===== src/hw/rtl/apct_pkg.sv =====
// Package: shared types and constants of the atom pair clash test.
package apct_pkg;

    localparam int TypeBits = 5;
    typedef logic signed [TypeBits-1:0] t_atom;

    // Atom codes
    localparam t_atom T_N        = 5'sd0;
    localparam t_atom T_CA       = 5'sd1;
    localparam t_atom T_C        = 5'sd2;
    localparam t_atom T_O        = 5'sd3;
    localparam t_atom T_SIDE     = 5'sd4;
    localparam t_atom T_SULPHUR  = 5'sd5;
    localparam t_atom T_PRO_CD   = 5'sd6;

    // Configuration register indexes
    localparam logic CFG_SCALE = 1'b0;
    localparam logic CFG_CUT   = 1'b1;

    localparam int ScaleBits = 16;
    localparam int CutBits   = 12;
    localparam int RadBits   = 12;
    localparam int GapBits   = 16;

    // 1.0 in Q1.15
    localparam logic [ScaleBits-1:0] SCALE_ONE = 16'h8000;

    // Pair classification from codes, residue gap and image flag
    typedef struct packed {
        logic skip;       // pair can never clash
        logic sidechain;  // scale the radius sum
        logic sulfur_cut; // subtract the scaled sulphur reduction
    } t_pair_flags;

endpackage


===== src/hw/rtl/apct_pair_filter.sv =====
// Pair filter: dummy, same-residue and bonded-neighbor exclusions plus radius modifiers.
module apct_pair_filter (
    input  apct_pkg::t_atom       i_type_a,
    input  apct_pkg::t_atom       i_type_b,
    input  logic signed [15:0]    i_residue_gap,
    input  logic                  i_image,
    output apct_pkg::t_pair_flags o_flags
);

    logic dummy;
    logic gap_zero;
    logic gap_next;
    logic gap_prev;
    logic next_bonded;
    logic prev_bonded;

    always_comb begin
        dummy    = i_type_a[apct_pkg::TypeBits-1] || i_type_b[apct_pkg::TypeBits-1];
        gap_zero = (i_residue_gap == 16'sd0);
        gap_next = (i_residue_gap == 16'sd1);
        gap_prev = (i_residue_gap == -16'sd1);

        // first atom is one residue ahead: ahead = a, behind = b
        next_bonded = (i_type_a == apct_pkg::T_PRO_CD && i_type_b == apct_pkg::T_C)
            || ((i_type_a == apct_pkg::T_N || i_type_a == apct_pkg::T_CA)
                && (i_type_b == apct_pkg::T_CA || i_type_b == apct_pkg::T_C
                    || i_type_b == apct_pkg::T_O));
        // second atom is one residue ahead: ahead = b, behind = a
        prev_bonded = (i_type_a == apct_pkg::T_C && i_type_b == apct_pkg::T_PRO_CD)
            || ((i_type_b == apct_pkg::T_N || i_type_b == apct_pkg::T_CA)
                && (i_type_a == apct_pkg::T_CA || i_type_a == apct_pkg::T_C
                    || i_type_a == apct_pkg::T_O));

        o_flags.skip = dummy || (!i_image && (gap_zero || (gap_next && next_bonded)
                                              || (gap_prev && prev_bonded)));
        o_flags.sidechain = (i_type_a >= apct_pkg::T_SIDE) || (i_type_b >= apct_pkg::T_SIDE);
        o_flags.sulfur_cut = !i_image && (i_type_a == apct_pkg::T_SULPHUR)
                             && (i_type_b == apct_pkg::T_SULPHUR);
    end

endmodule


===== src/hw/rtl/atom_pair_clash_test_top.sv =====
// Top level: five-stage sphere overlap pipeline, one pair per cycle unless stalled.
//
// Input channel: i_valid / o_stall with one port per pair field. A pair is
// transferred at a rising edge with i_valid high and o_stall low.
// Output channel: o_valid / i_stall carrying o_overlap; a result is
// transferred at an edge with o_valid high and i_stall low.
// Configuration: i_cfg_valid / o_cfg_ready with i_cfg_index (0 sidechain
// scale, 1 sulphur cut) and i_cfg_data; o_cfg_ready is always high.
// Write configuration only while no pair is in flight.
// Pipeline: five register stages. Stages: decode and coordinate
// differences, radius products and absolute differences, radius sum and
// per-axis squares, radius square and box test, final distance compare
// into the output register.
// The widest multiplier is the 29 x 29 radius square.
// Throughput: one pair per cycle unless the output stalls.
// Stall: each stage advances when the stage after it is empty or moving, so
// bubbles collapse; o_stall rises only when all five stages are full and
// the receiver stalls. Stalled results hold unchanged.
// Reset: all stages empty, scale = 1.0 (Q1.15), sulphur cut = 0.
module atom_pair_clash_test_top #(
    parameter int COORD_BITS = 24
) (
    input  logic                          i_clk,
    input  logic                          i_rst_n,

    input  logic                          i_valid,
    output logic                          o_stall,
    input  logic signed [4:0]             i_type_a,
    input  logic signed [4:0]             i_type_b,
    input  logic signed [15:0]            i_residue_gap,
    input  logic [11:0]                   i_radius_a,
    input  logic [11:0]                   i_radius_b,
    input  logic signed [COORD_BITS-1:0]  i_ax,
    input  logic signed [COORD_BITS-1:0]  i_ay,
    input  logic signed [COORD_BITS-1:0]  i_az,
    input  logic signed [COORD_BITS-1:0]  i_bx,
    input  logic signed [COORD_BITS-1:0]  i_by,
    input  logic signed [COORD_BITS-1:0]  i_bz,
    input  logic                          i_image,

    output logic                          o_valid,
    input  logic                          i_stall,
    output logic                          o_overlap,

    input  logic                          i_cfg_valid,
    output logic                          o_cfg_ready,
    input  logic                          i_cfg_index,
    input  logic [15:0]                   i_cfg_data
);

    // difference width, and width wide enough to slice the 14-bit low part
    localparam int DW = COORD_BITS + 1;
    localparam int EW = (DW > 14) ? DW : 15;

    // ---------------- configuration registers ----------------
    logic [15:0] r_scale;
    logic [11:0] r_cut;

    assign o_cfg_ready = 1'b1;

    always_ff @(posedge i_clk) begin
        if (!i_rst_n) begin
            r_scale <= apct_pkg::SCALE_ONE;
            r_cut   <= '0;
        end else if (i_cfg_valid && o_cfg_ready) begin
            if (i_cfg_index == apct_pkg::CFG_SCALE) begin
                r_scale <= i_cfg_data;
            end else begin
                r_cut <= i_cfg_data[11:0];
            end
        end
    end

    // ---------------- flow control ----------------
    // A stage loads when it is empty or its content moves on.
    logic r_v1, r_v2, r_v3, r_v4, r_o_valid;
    logic en1, en2, en3, en4, en5;

    assign en5     = !r_o_valid || !i_stall;
    assign en4     = !r_v4 || en5;
    assign en3     = !r_v3 || en4;
    assign en2     = !r_v2 || en3;
    assign en1     = !r_v1 || en2;
    assign o_stall = !en1;
    assign o_valid = r_o_valid;

    always_ff @(posedge i_clk) begin
        if (!i_rst_n) begin
            r_v1      <= 1'b0;
            r_v2      <= 1'b0;
            r_v3      <= 1'b0;
            r_v4      <= 1'b0;
            r_o_valid <= 1'b0;
        end else begin
            if (en1) r_v1 <= i_valid;
            if (en2) r_v2 <= r_v1;
            if (en3) r_v3 <= r_v2;
            if (en4) r_v4 <= r_v3;
            if (en5) r_o_valid <= r_v4;
        end
    end

    // ---------------- stage 1: decode, radius add, coordinate differences ----------------
    apct_pkg::t_pair_flags flags;

    apct_pair_filter u_filter (
        .i_type_a      (i_type_a),
        .i_type_b      (i_type_b),
        .i_residue_gap (i_residue_gap),
        .i_image       (i_image),
        .o_flags       (flags)
    );

    logic [DW-1:0] n_diff [3];
    logic [DW-1:0] r_diff1 [3];
    logic          r_skip1;
    logic          r_cut_en1;
    logic [12:0]   r_sum1;
    logic [15:0]   r_fac1;

    always_comb begin
        n_diff[0] = {i_ax[COORD_BITS-1], i_ax} - {i_bx[COORD_BITS-1], i_bx};
        n_diff[1] = {i_ay[COORD_BITS-1], i_ay} - {i_by[COORD_BITS-1], i_by};
        n_diff[2] = {i_az[COORD_BITS-1], i_az} - {i_bz[COORD_BITS-1], i_bz};
    end

    always_ff @(posedge i_clk) begin
        if (en1) begin
            r_skip1   <= flags.skip;
            r_cut_en1 <= flags.sulfur_cut;
            r_sum1    <= 13'(i_radius_a) + 13'(i_radius_b);
            r_fac1    <= flags.sidechain ? r_scale : apct_pkg::SCALE_ONE;
            for (int k = 0; k < 3; k++) begin
                r_diff1[k] <= n_diff[k];
            end
        end
    end

    // ---------------- stage 2: radius products, absolute differences ----------------
    logic [28:0]   r_prod_a2;
    logic [27:0]   r_prod_s2;
    logic [DW-1:0] r_d2 [3];
    logic          r_skip2;

    always_ff @(posedge i_clk) begin
        if (en2) begin
            r_skip2   <= r_skip1;
            r_prod_a2 <= 29'(r_sum1) * 29'(r_fac1);
            r_prod_s2 <= r_cut_en1 ? (28'(r_cut) * 28'(r_scale)) : '0;
            for (int k = 0; k < 3; k++) begin
                r_d2[k] <= r_diff1[k][DW-1] ? (~r_diff1[k] + 1'b1) : r_diff1[k];
            end
        end
    end

    // ---------------- stage 3: radius sum, per-axis squares ----------------
    // Only differences below 2^14 can pass the box test, so square 14 bits.
    logic [EW-1:0] d_ext [3];
    logic [29:0]   r_r3;
    logic [13:0]   r_dlo3 [3];
    logic          r_small3 [3];
    logic [27:0]   r_sq3 [3];
    logic          r_skip3;

    always_comb begin
        for (int k = 0; k < 3; k++) begin
            d_ext[k] = EW'(r_d2[k]);
        end
    end

    always_ff @(posedge i_clk) begin
        if (en3) begin
            r_skip3 <= r_skip2;
            r_r3    <= 30'(r_prod_a2) - 30'(r_prod_s2);
            for (int k = 0; k < 3; k++) begin
                r_dlo3[k]   <= d_ext[k][13:0];
                r_small3[k] <= (d_ext[k][EW-1:14] == '0);
                r_sq3[k]    <= 28'(d_ext[k][13:0]) * 28'(d_ext[k][13:0]);
            end
        end
    end

    // ---------------- stage 4: radius square, box test, distance sum ----------------
    // d * 2^15 <= R  <=>  d <= R >> 15 for R >= 0; negative R rejects all.
    logic [57:0] r2_full;
    logic        axis_pass;
    logic [27:0] r_r2hi4;
    logic [29:0] r_dist4;
    logic        r_pass4;
    logic        r_skip4;

    always_comb begin
        r2_full   = 58'(r_r3[28:0]) * 58'(r_r3[28:0]);
        axis_pass = !r_r3[29];
        for (int k = 0; k < 3; k++) begin
            axis_pass = axis_pass && r_small3[k] && (r_dlo3[k] <= r_r3[28:15]);
        end
    end

    always_ff @(posedge i_clk) begin
        if (en4) begin
            r_skip4 <= r_skip3;
            r_pass4 <= axis_pass;
            r_r2hi4 <= r2_full[57:30];
            r_dist4 <= 30'(r_sq3[0]) + 30'(r_sq3[1]) + 30'(r_sq3[2]);
        end
    end

    // ---------------- stage 5: final compare into the output register ----------------
    // dist * 2^30 <= R^2  <=>  dist <= R^2 >> 30
    logic r_overlap;

    always_ff @(posedge i_clk) begin
        if (en5) begin
            r_overlap <= !r_skip4 && r_pass4 && (r_dist4 <= 30'(r_r2hi4));
        end
    end

    assign o_overlap = r_overlap;

    // ---------------- assertions ----------------
    // An excluded pair never reports a clash.
    a_skip_no_clash: assert property (@(posedge i_clk) disable iff (!i_rst_n)
        (r_v4 && en5 && r_skip4) |=> !o_overlap)
        else $error("excluded pair reported as clash");

    // A negative radius sum fails the box test.
    a_neg_sum_rejects: assert property (@(posedge i_clk) disable iff (!i_rst_n)
        (r_v3 && r_r3[29]) |-> !axis_pass)
        else $error("negative radius sum passed box test");

    // Input is held back only when every stage is full.
    a_stall_full: assert property (@(posedge i_clk) disable iff (!i_rst_n)
        o_stall |-> (r_v1 && r_v2 && r_v3 && r_v4 && r_o_valid && i_stall))
        else $error("input stalled with an empty stage");

    // A rising o_valid always comes from an item held in stage 4.
    a_result_origin: assert property (@(posedge i_clk) disable iff (!i_rst_n)
        $rose(r_o_valid) |-> $past(r_v4))
        else $error("result without a pipelined item");

endmodule

===== config.mk =====
export PLATFORM = sky130hd
export DESIGN_NAME = atom_pair_clash_test_top
export DESIGN_NICKNAME = d
export VERILOG_FILES = /design/src/hw/rtl/apct_pkg.sv /design/src/hw/rtl/apct_pair_filter.sv /design/src/hw/rtl/atom_pair_clash_test_top.sv
export SDC_FILE = /design/constraint.sdc
export NUM_CORES = 2
export LEC_CHECK = 0
export BUFFER_PORTS_ARGS = -buffer_cell sky130_fd_sc_hd__buf_2
export CAP_MARGIN = 20
export CORE_AREA = 2 2 561 563
export DETAILED_ROUTE_END_ITERATION = 8
export DIE_AREA = 0 0 563 565
export HOLD_SLACK_MARGIN = 0.15
export SLEW_MARGIN = 5
export SYNTH_ARGS = -nofsm -noshare
export SYNTH_HDL_FRONTEND = slang
export SYNTH_SLANG_ARGS = --single-unit

===== constraint.sdc =====
create_clock -name i_clk -period 11.8 [get_ports i_clk]
set_clock_uncertainty 0.1 [all_clocks]
set_input_delay 2.36 -clock i_clk [delete_from_list [all_inputs] [get_ports i_clk]]
set_output_delay 2.36 -clock i_clk [all_outputs]
set_load 0.01 [all_outputs]

; ---- Word-level counts from Yosys, hierarchy flattened
; Memory sizes are Yosys's and may differ from the RTL's.
; Index checks and enable logic that the tools add are counted.
[classes]
add_sub_neg = 10
n_mul = 6
magnitude_cmp = 6
n_eq_ne = 12
n_mux = 9
bitwise = 4
reduce_logical = 53
[op_table]
columns = operator, n
row1 = $mul A14 B14 Y28, 3
row2 = $add A25 B1 Y25 const B, 3
row3 = $mux W25, 3
row4 = $not A25 Y25, 3
row5 = $sub A24 B24 Y25, 3
row6 = $mul A29 B29 Y58, 1
row7 = $le A14 B14 Y1, 3
row8 = $logic_not A11 Y1, 3
row9 = $add A29 B28 Y30, 1
row10 = $le A30 B28 Y1, 1
row11 = $sub A29 B28 Y30, 1
row12 = $add A28 B28 Y29, 1
row13 = $mul A13 B16 Y29, 1
row14 = $mul A12 B16 Y28, 1
row15 = $eq A5 B3 Y1 const B, 4
row16 = $eq A5 B4 Y1 const B, 4
row17 = $logic_or A1 B1 Y1, 18
row18 = $logic_and A1 B1 Y1, 17
row19 = $eq A16 B1 Y1 const B, 1
row20 = $eq A16 B2 Y1 const B, 1
row21 = $logic_not A16 Y1, 1
row22 = $add A12 B12 Y13, 1
row23 = $eq A5 B2 Y1 const B, 2
row24 = $ge A5 B4 Y1 const B, 2
row25 = 5 further kinds, 21
[word_totals]
reg_bits = 214
mem_bits_rw = 279
inputBits = 217
out_inout_bits = 4
n_memories = 5
[memory_table]
columns = memory, words, word_bits, rd, rd_clocked_by_memory_dff, write_ports, line
row1 = r_sq3, 3, 28, 3, 0, 3, atom_pair_clash_test_top.sv:162  ; logic [27:0] r_sq3 [3];
row2 = r_d2, 3, 25, 3, 0, 3, atom_pair_clash_test_top.sv:142  ; logic [DW-1:0] r_d2 [3];
row3 = r_diff1, 3, 25, 3, 0, 3, atom_pair_clash_test_top.sv:115  ; logic [DW-1:0] r_diff1 [3];
row4 = r_dlo3, 3, 14, 3, 0, 3, atom_pair_clash_test_top.sv:160  ; logic [13:0] r_dlo3 [3];
row5 = r_small3, 3, 1, 3, 0, 3, atom_pair_clash_test_top.sv:161  ; logic r_small3 [3];

; ---- Depth between registers and ports, before layout
[depth]
depth_word = 10
mapped_depth = 29
ltp_nobuf = 28

; ---- Hierarchy
; Synthesis repeated with hierarchy kept, for this count alone.
[hier_totals]
cells_unflattened = 7854
area_unflattened_um2 = 77525.6
[by_module_without_submodules]
columns = mod, n_inst, cells_each, area_each_um2, seq_area_each_um2
row1 = atom_pair_clash_test_top, 1, 7822, 77314.2, 14293.7
row2 = apct_pair_filter, 1, 32, 211.5, 0.0

; ---- Worst setup path before layout
; OpenSTA, ideal clock, no wires.
[synth_path]
path_kind = input to output
startpoint = input i_stall
endpoint = output o_stall
t_arrival_ns = 5.897
slack_ns = 3.443
stages = 4
path_buffers = 0
path_cell_list = and3_1 and2_1 nand3_1 inv_1
[synth_via]
elab_chain_len = 7
[synth_rtl]
columns = element, line
row1 = from (decl), atom_pair_clash_test_top.sv:42  ; input logic i_stall,
row2 = $logic_not A1 Y1, atom_pair_clash_test_top.sv:79  ; assign en5 = !r_o_valid || !i_stall;
row3 = $logic_or A1 B1 Y1, atom_pair_clash_test_top.sv:79
row4 = $logic_or A1 B1 Y1, atom_pair_clash_test_top.sv:80  ; assign en4 = !r_v4 || en5;
row5 = $logic_or A1 B1 Y1, atom_pair_clash_test_top.sv:81  ; assign en3 = !r_v3 || en4;
row6 = $logic_or A1 B1 Y1, atom_pair_clash_test_top.sv:82  ; assign en2 = !r_v2 || en3;
row7 = $logic_or A1 B1 Y1, atom_pair_clash_test_top.sv:83  ; assign en1 = !r_v1 || en2;
row8 = $logic_not A1 Y1, atom_pair_clash_test_top.sv:84  ; assign o_stall = !en1;
row9 = to (decl), atom_pair_clash_test_top.sv:27  ; output logic o_stall,
; Every way passes these cells.

; ---- Worst setup path in the final report
[layout_path]
startpoint = register r_r3[16]
endpoint = register r_r2hi4[21], data pin
[layout_via]
elab_chain_len = 1
[layout_rtl]
columns = element, line
row1 = from (decl), atom_pair_clash_test_top.sv:159  ; logic [29:0] r_r3;
row2 = from (signal assigned), atom_pair_clash_test_top.sv:174  ; r_r3 <= 30'(r_prod_a2) - 30'(r_prod_s2);
row3 = $mul A29 B29 Y58, atom_pair_clash_test_top.sv:193  ; r2_full = 58'(r_r3[28:0]) * 58'(r_r3[28:0]);
row4 = via r2_full[51], atom_pair_clash_test_top.sv:185  ; logic [57:0] r2_full;
row5 = to (signal assigned), atom_pair_clash_test_top.sv:204  ; r_r2hi4 <= r2_full[57:30];
row6 = to (decl), atom_pair_clash_test_top.sv:187  ; logic [27:0] r_r2hi4;
; The timed path passes the listed nets, and every way through them passes these cells.
; A chain may end at the register's enable or synchronous reset.

==> impl.org <==
** Status
- Run status :: complete, no violations

** Clock network
- Hold repair after CTS inserted 0 buffers.
- Gates resized during post-CTS repair numbered 0.
- Counting the buffers created by CTS gives 54.
- Post-CTS Setup Inserts :: 0
- After clock tree synthesis, the clock-pin slew on the worst setup and hold paths is 0.07 ns.
- Clk sinks :: 487
- Clock root buffer :: clkbuf_16
- Worst-case clock buffer depth :: 3
- Depth of the CTS H-tree :: 2
- TritonCTS built the clock tree.
- At the later pin of the worst-skew pair, clock insertion delay measures 0.68 ns.

** STA
- The worst path needs 9.202 ns of the cycle, external delays included.
- Total setup violations reported at the end of the flow :: 0
- Final worst path period share :: 0.7798
- Final total negative setup slack :: 0 ns
- The final number of hold-violating endpoints came to 0.
- Max Clock Freq :: 0.1087 GHz
- Setup repair after global routing left no endpoint under its margin.
- The final count of pins violating max slew is 0.
- For the pin with the worst max-slew slack, the measured transition is 1.026 ns.
- Slew Limit Headroom :: 0.3121

** Global routing
- Sum of overflow across all layers after global routing :: 0
- After global routing, the most crowded layer is met2.
- In the global route stage, met1 resource usage came out at 0.1536.
- For met3 alone, demand over resource in global routing was 0.01170.
- For met2 alone, demand over resource in global routing was 0.2120.
- The first global-routing pass estimated 305600 um of wire.
- Entering global routing, the biggest net connects 101 pins.
- Number of global-route vias before repair :: 56790
- In the global route stage, overall resource usage came out at 0.1194.
- The number of antenna violations at the first check in global routing is 8.

** Worst setup path
- Worst R2R Path Depth :: 23
- Arrival time reported for the critical path endpoint :: 9.51 ns
- Critical path launch point :: r_r3[16]
- In this run the critical register-to-register path is launched from r_r3[16].
- STA classifies the critical path startpoint as a register.
- Critical setup path kind :: reg -> reg
- The worst setup path is captured at a register.
- In this run the register-to-register setup slack is 2.60 ns.
- Worst flop-to-flop path endpoint :: r_r2hi4[21]
- WP data required :: 12.11 ns
- In this run the worst setup path terminates at r_r2hi4[21].
- Along the worst path, the maximum fanout reaches 23.

** Logic synthesis
- After synthesis, the cell types taking the most area are fa_1 (34%), edfxtp_1 (18%), ha_1 (14%), inv_1 (8.5%), nand2_1 (3.9%).
- The synthesized netlist occupies a cell area of 0.07765 sq mm.
- For this run, the leading register cell type out of synthesis is edfxtp_1.
- Sequential share of the synthesized area :: 0.1841
- fa_1 takes more of the synthesized area than any other cell.
- After synthesis, the share of flip-flops with an asynchronous set or reset is 0.
- #FFs+latches synth :: 487
- Yosys mapped a number of flops with a built-in enable equal to 454.
- Synthesis produced a netlist whose cell count is 7899.
- The average instance in the mapped netlist occupies 9.831 sq um.
- Top-area cell type share of the netlist area :: 0.3421
- For this run, the number of Yosys warnings is 0.
- The number of different library cells used by synthesis comes to 76.

** Floorplanning
- The initialized floorplan defines 205 standard-cell rows.
- From left edge to right edge, the die measures 563 um.
- The die covers 0.3181 sq mm.
- During I/O placement, the number of pins put on the boundary was 221.
- From bottom edge to top edge, the die measures 565 um.
- Starting density of the core :: 0.2494
- The region available for standard cell placement spans 0.3114 sq mm.

** Routing
- Routed wire length :: 183700 um
- In the routed design, unresolved DRC markers number 0.
- Initial DRC Count :: 2649
- The detail route stage leaves a number of antenna-violating nets equal to 0.
- Post-DR wirelength/cell :: 15.08 um
- Via count of the routed design :: 52582
- Number of optimization iterations in the first detailed-route pass :: 5
- Using the TritonRoute via totals, the vias-per-cell ratio works out to 4.315.

** Hold path
- Worst min-delay path class :: reg -> reg

** Final layout
- The final layout contains 10412 nets.
- Area used by multi-input combinational logic :: 0.05596 sq mm
- Relative to the synthesized area, the layout overhead comes to 9.938%.
- Share of final-layout standard cells stronger than drive strength 1 :: 0.04997
- Total area of sequential cells :: 0.01429 sq mm
- Counting the fill cells in the layout gives 32972.

** Flow run
- Max_cap viols :: 0

** Placed design
- Half-perimeter wire length after placement :: 148700 um
- At the end of routability-driven placement, the weighted congestion stood at 0.8797.
- Buffers added on ports :: 219
## per-stage QoR
step / utilization / setup slack, ns / std cells / area [sq um] / hold slack (ns)
floorplan: - / 3.443 / 7901 / 77660 / 0.3003
global placement: 0.2681 / 2.479 / 12081 / 83490 / 0.3151
detailed placement: 0.2681 / 2.827 / 12082 / 83490 / 0.3183
CTS: 0.2741 / 2.756 / 12184 / 85360 / 0.3345
global route: 0.2742 / 2.294 / 12187 / 85370 / 0.3406
finish: 0.2742 / 2.598 / 12187 / 85370 / 0.3293
## layout by cell type (no fill, tap or decap), types with 14 or more instances in the layout
cell type and instances:
and3_1 41, nor3_1 49, o21bai_1 34, ha_1 869, buf_2 219, xnor2_1 244, o21ai_0 148, nand2b_1 44
nor4_1 25, xor2_1 115, nor2b_1 66, o31ai_1 34, nor2_1 314, or3_1 25, nand3_1 65, edfxtp_1 454
and2_1 411, buf_4 48, fa_1 1327, o21ai_1 14, a21o_1 153, a31oi_1 27, a211oi_1 23, o211ai_1 21
nand4_1 48, dfxtp_1 33, clkbuf_16 58, inv_1 1749, a21boi_0 41, a21oi_1 261, or2_2 18, nand2_1 807
o21a_1 50
## registers in the layout, summed over array words and instances (netlist names), 3 cells and up
register   flops
r_dist4       30
r_prod_s2     28
r_r2hi4       28
r_cut         12
r_dlo3        42
r_fac1        16
r_sq3         78
r_r3          30
r_prod_a2     29
r_small3       3
r_d2          75
r_diff1       75
r_sum1        13
r_scale       16
## critical path, cell delays in order, from the launching register on
cell	delay, ns
edfxtp_1	0.32
buf_4	0.32
clkinv_1	0.69
nor2_1	0.48
fa_1	0.48
fa_1	0.56
fa_1	0.45
fa_1	0.55
fa_1	0.45
fa_1	0.51
fa_1	0.49
inv_1	0.05
fa_1	0.50
inv_1	0.05
ha_1	0.30
a21oi_1	0.17
o21ai_0	0.16
nand3_1	0.18
nand3_1	0.31
o31ai_1	0.55
o21ai_1	0.19
a211oi_1	0.67
o21ai_0	0.23
xnor2_1	0.16
## cells by family (layout without fill, tap and decap cells)
group                    after synthesis  count (layout)  share of synthesized area
adder cells (fa/ha/maj)             2196            2196                     0.4821
multiplexers                           8               8                   0.001112
AO/OA/AOI/OAI                        910             910                    0.07604
AND/OR/NAND/NOR                     1953            1953                     0.1201
other                                  2               6                 0.00009671
flip-flops                           487             487                     0.1841
buffers and inverters               1984            2128                    0.09595
XOR/XNOR                             359             359                    0.04049
## worst min path at each step
stage | start | endpoint | slack, ns | depth (start not counted)
floorplan | r_skip1 | r_skip2 | 0.30 | 0
global placement | r_skip2 | r_skip3 | 0.32 | 0
detailed placement | r_skip2 | r_skip3 | 0.32 | 0
CTS | r_skip2 | r_skip3 | 0.33 | 0
global route | r_skip1 | r_skip2 | 0.34 | 0
finish | r_skip2 | r_skip3 | 0.33 | 0
## final cells by class
cell class                      count  area share
Antenna cell                        2  0.00005862
Timing Repair Buffer              267     0.01706
Multi-Input combinational cell   5430      0.6555
Sequential cell                   487      0.1674
Inverter                         1759     0.07740
Tap cell                         4140     0.06068
Clock inverter                     36    0.004485
Clock buffer                       66     0.01737
## layer usage
layer | vias up | wire (um)
li1 | 25022 | -
met1 | 26400 | 80730
met2 | 925 | 90790
met3 | 233 | 7310
met4 | 2 | 4915
met5 | - | 8
## synthesized netlist by cell type (44+ instances only)
| cell | n |
|---|---|
| inv_1 | 1751 |
| fa_1 | 1327 |
| ha_1 | 869 |
| nand2_1 | 808 |
| edfxtp_1 | 454 |
| and2_1 | 411 |
| nor2_1 | 314 |
| a21oi_1 | 261 |
| xnor2_1 | 244 |
| clkbuf_1 | 216 |
| a21o_1 | 153 |
| o21ai_0 | 148 |
| xor2_1 | 115 |
| nand3_1 | 66 |
| nor2b_1 | 66 |
| nor3_1 | 50 |
| o21a_1 | 50 |
| nand4_1 | 48 |
| nand2b_1 | 44 |
Power is left out: the tool's default activity adds up to more than one toggle a clock period on the data nets, which glitch-free logic cannot reach.
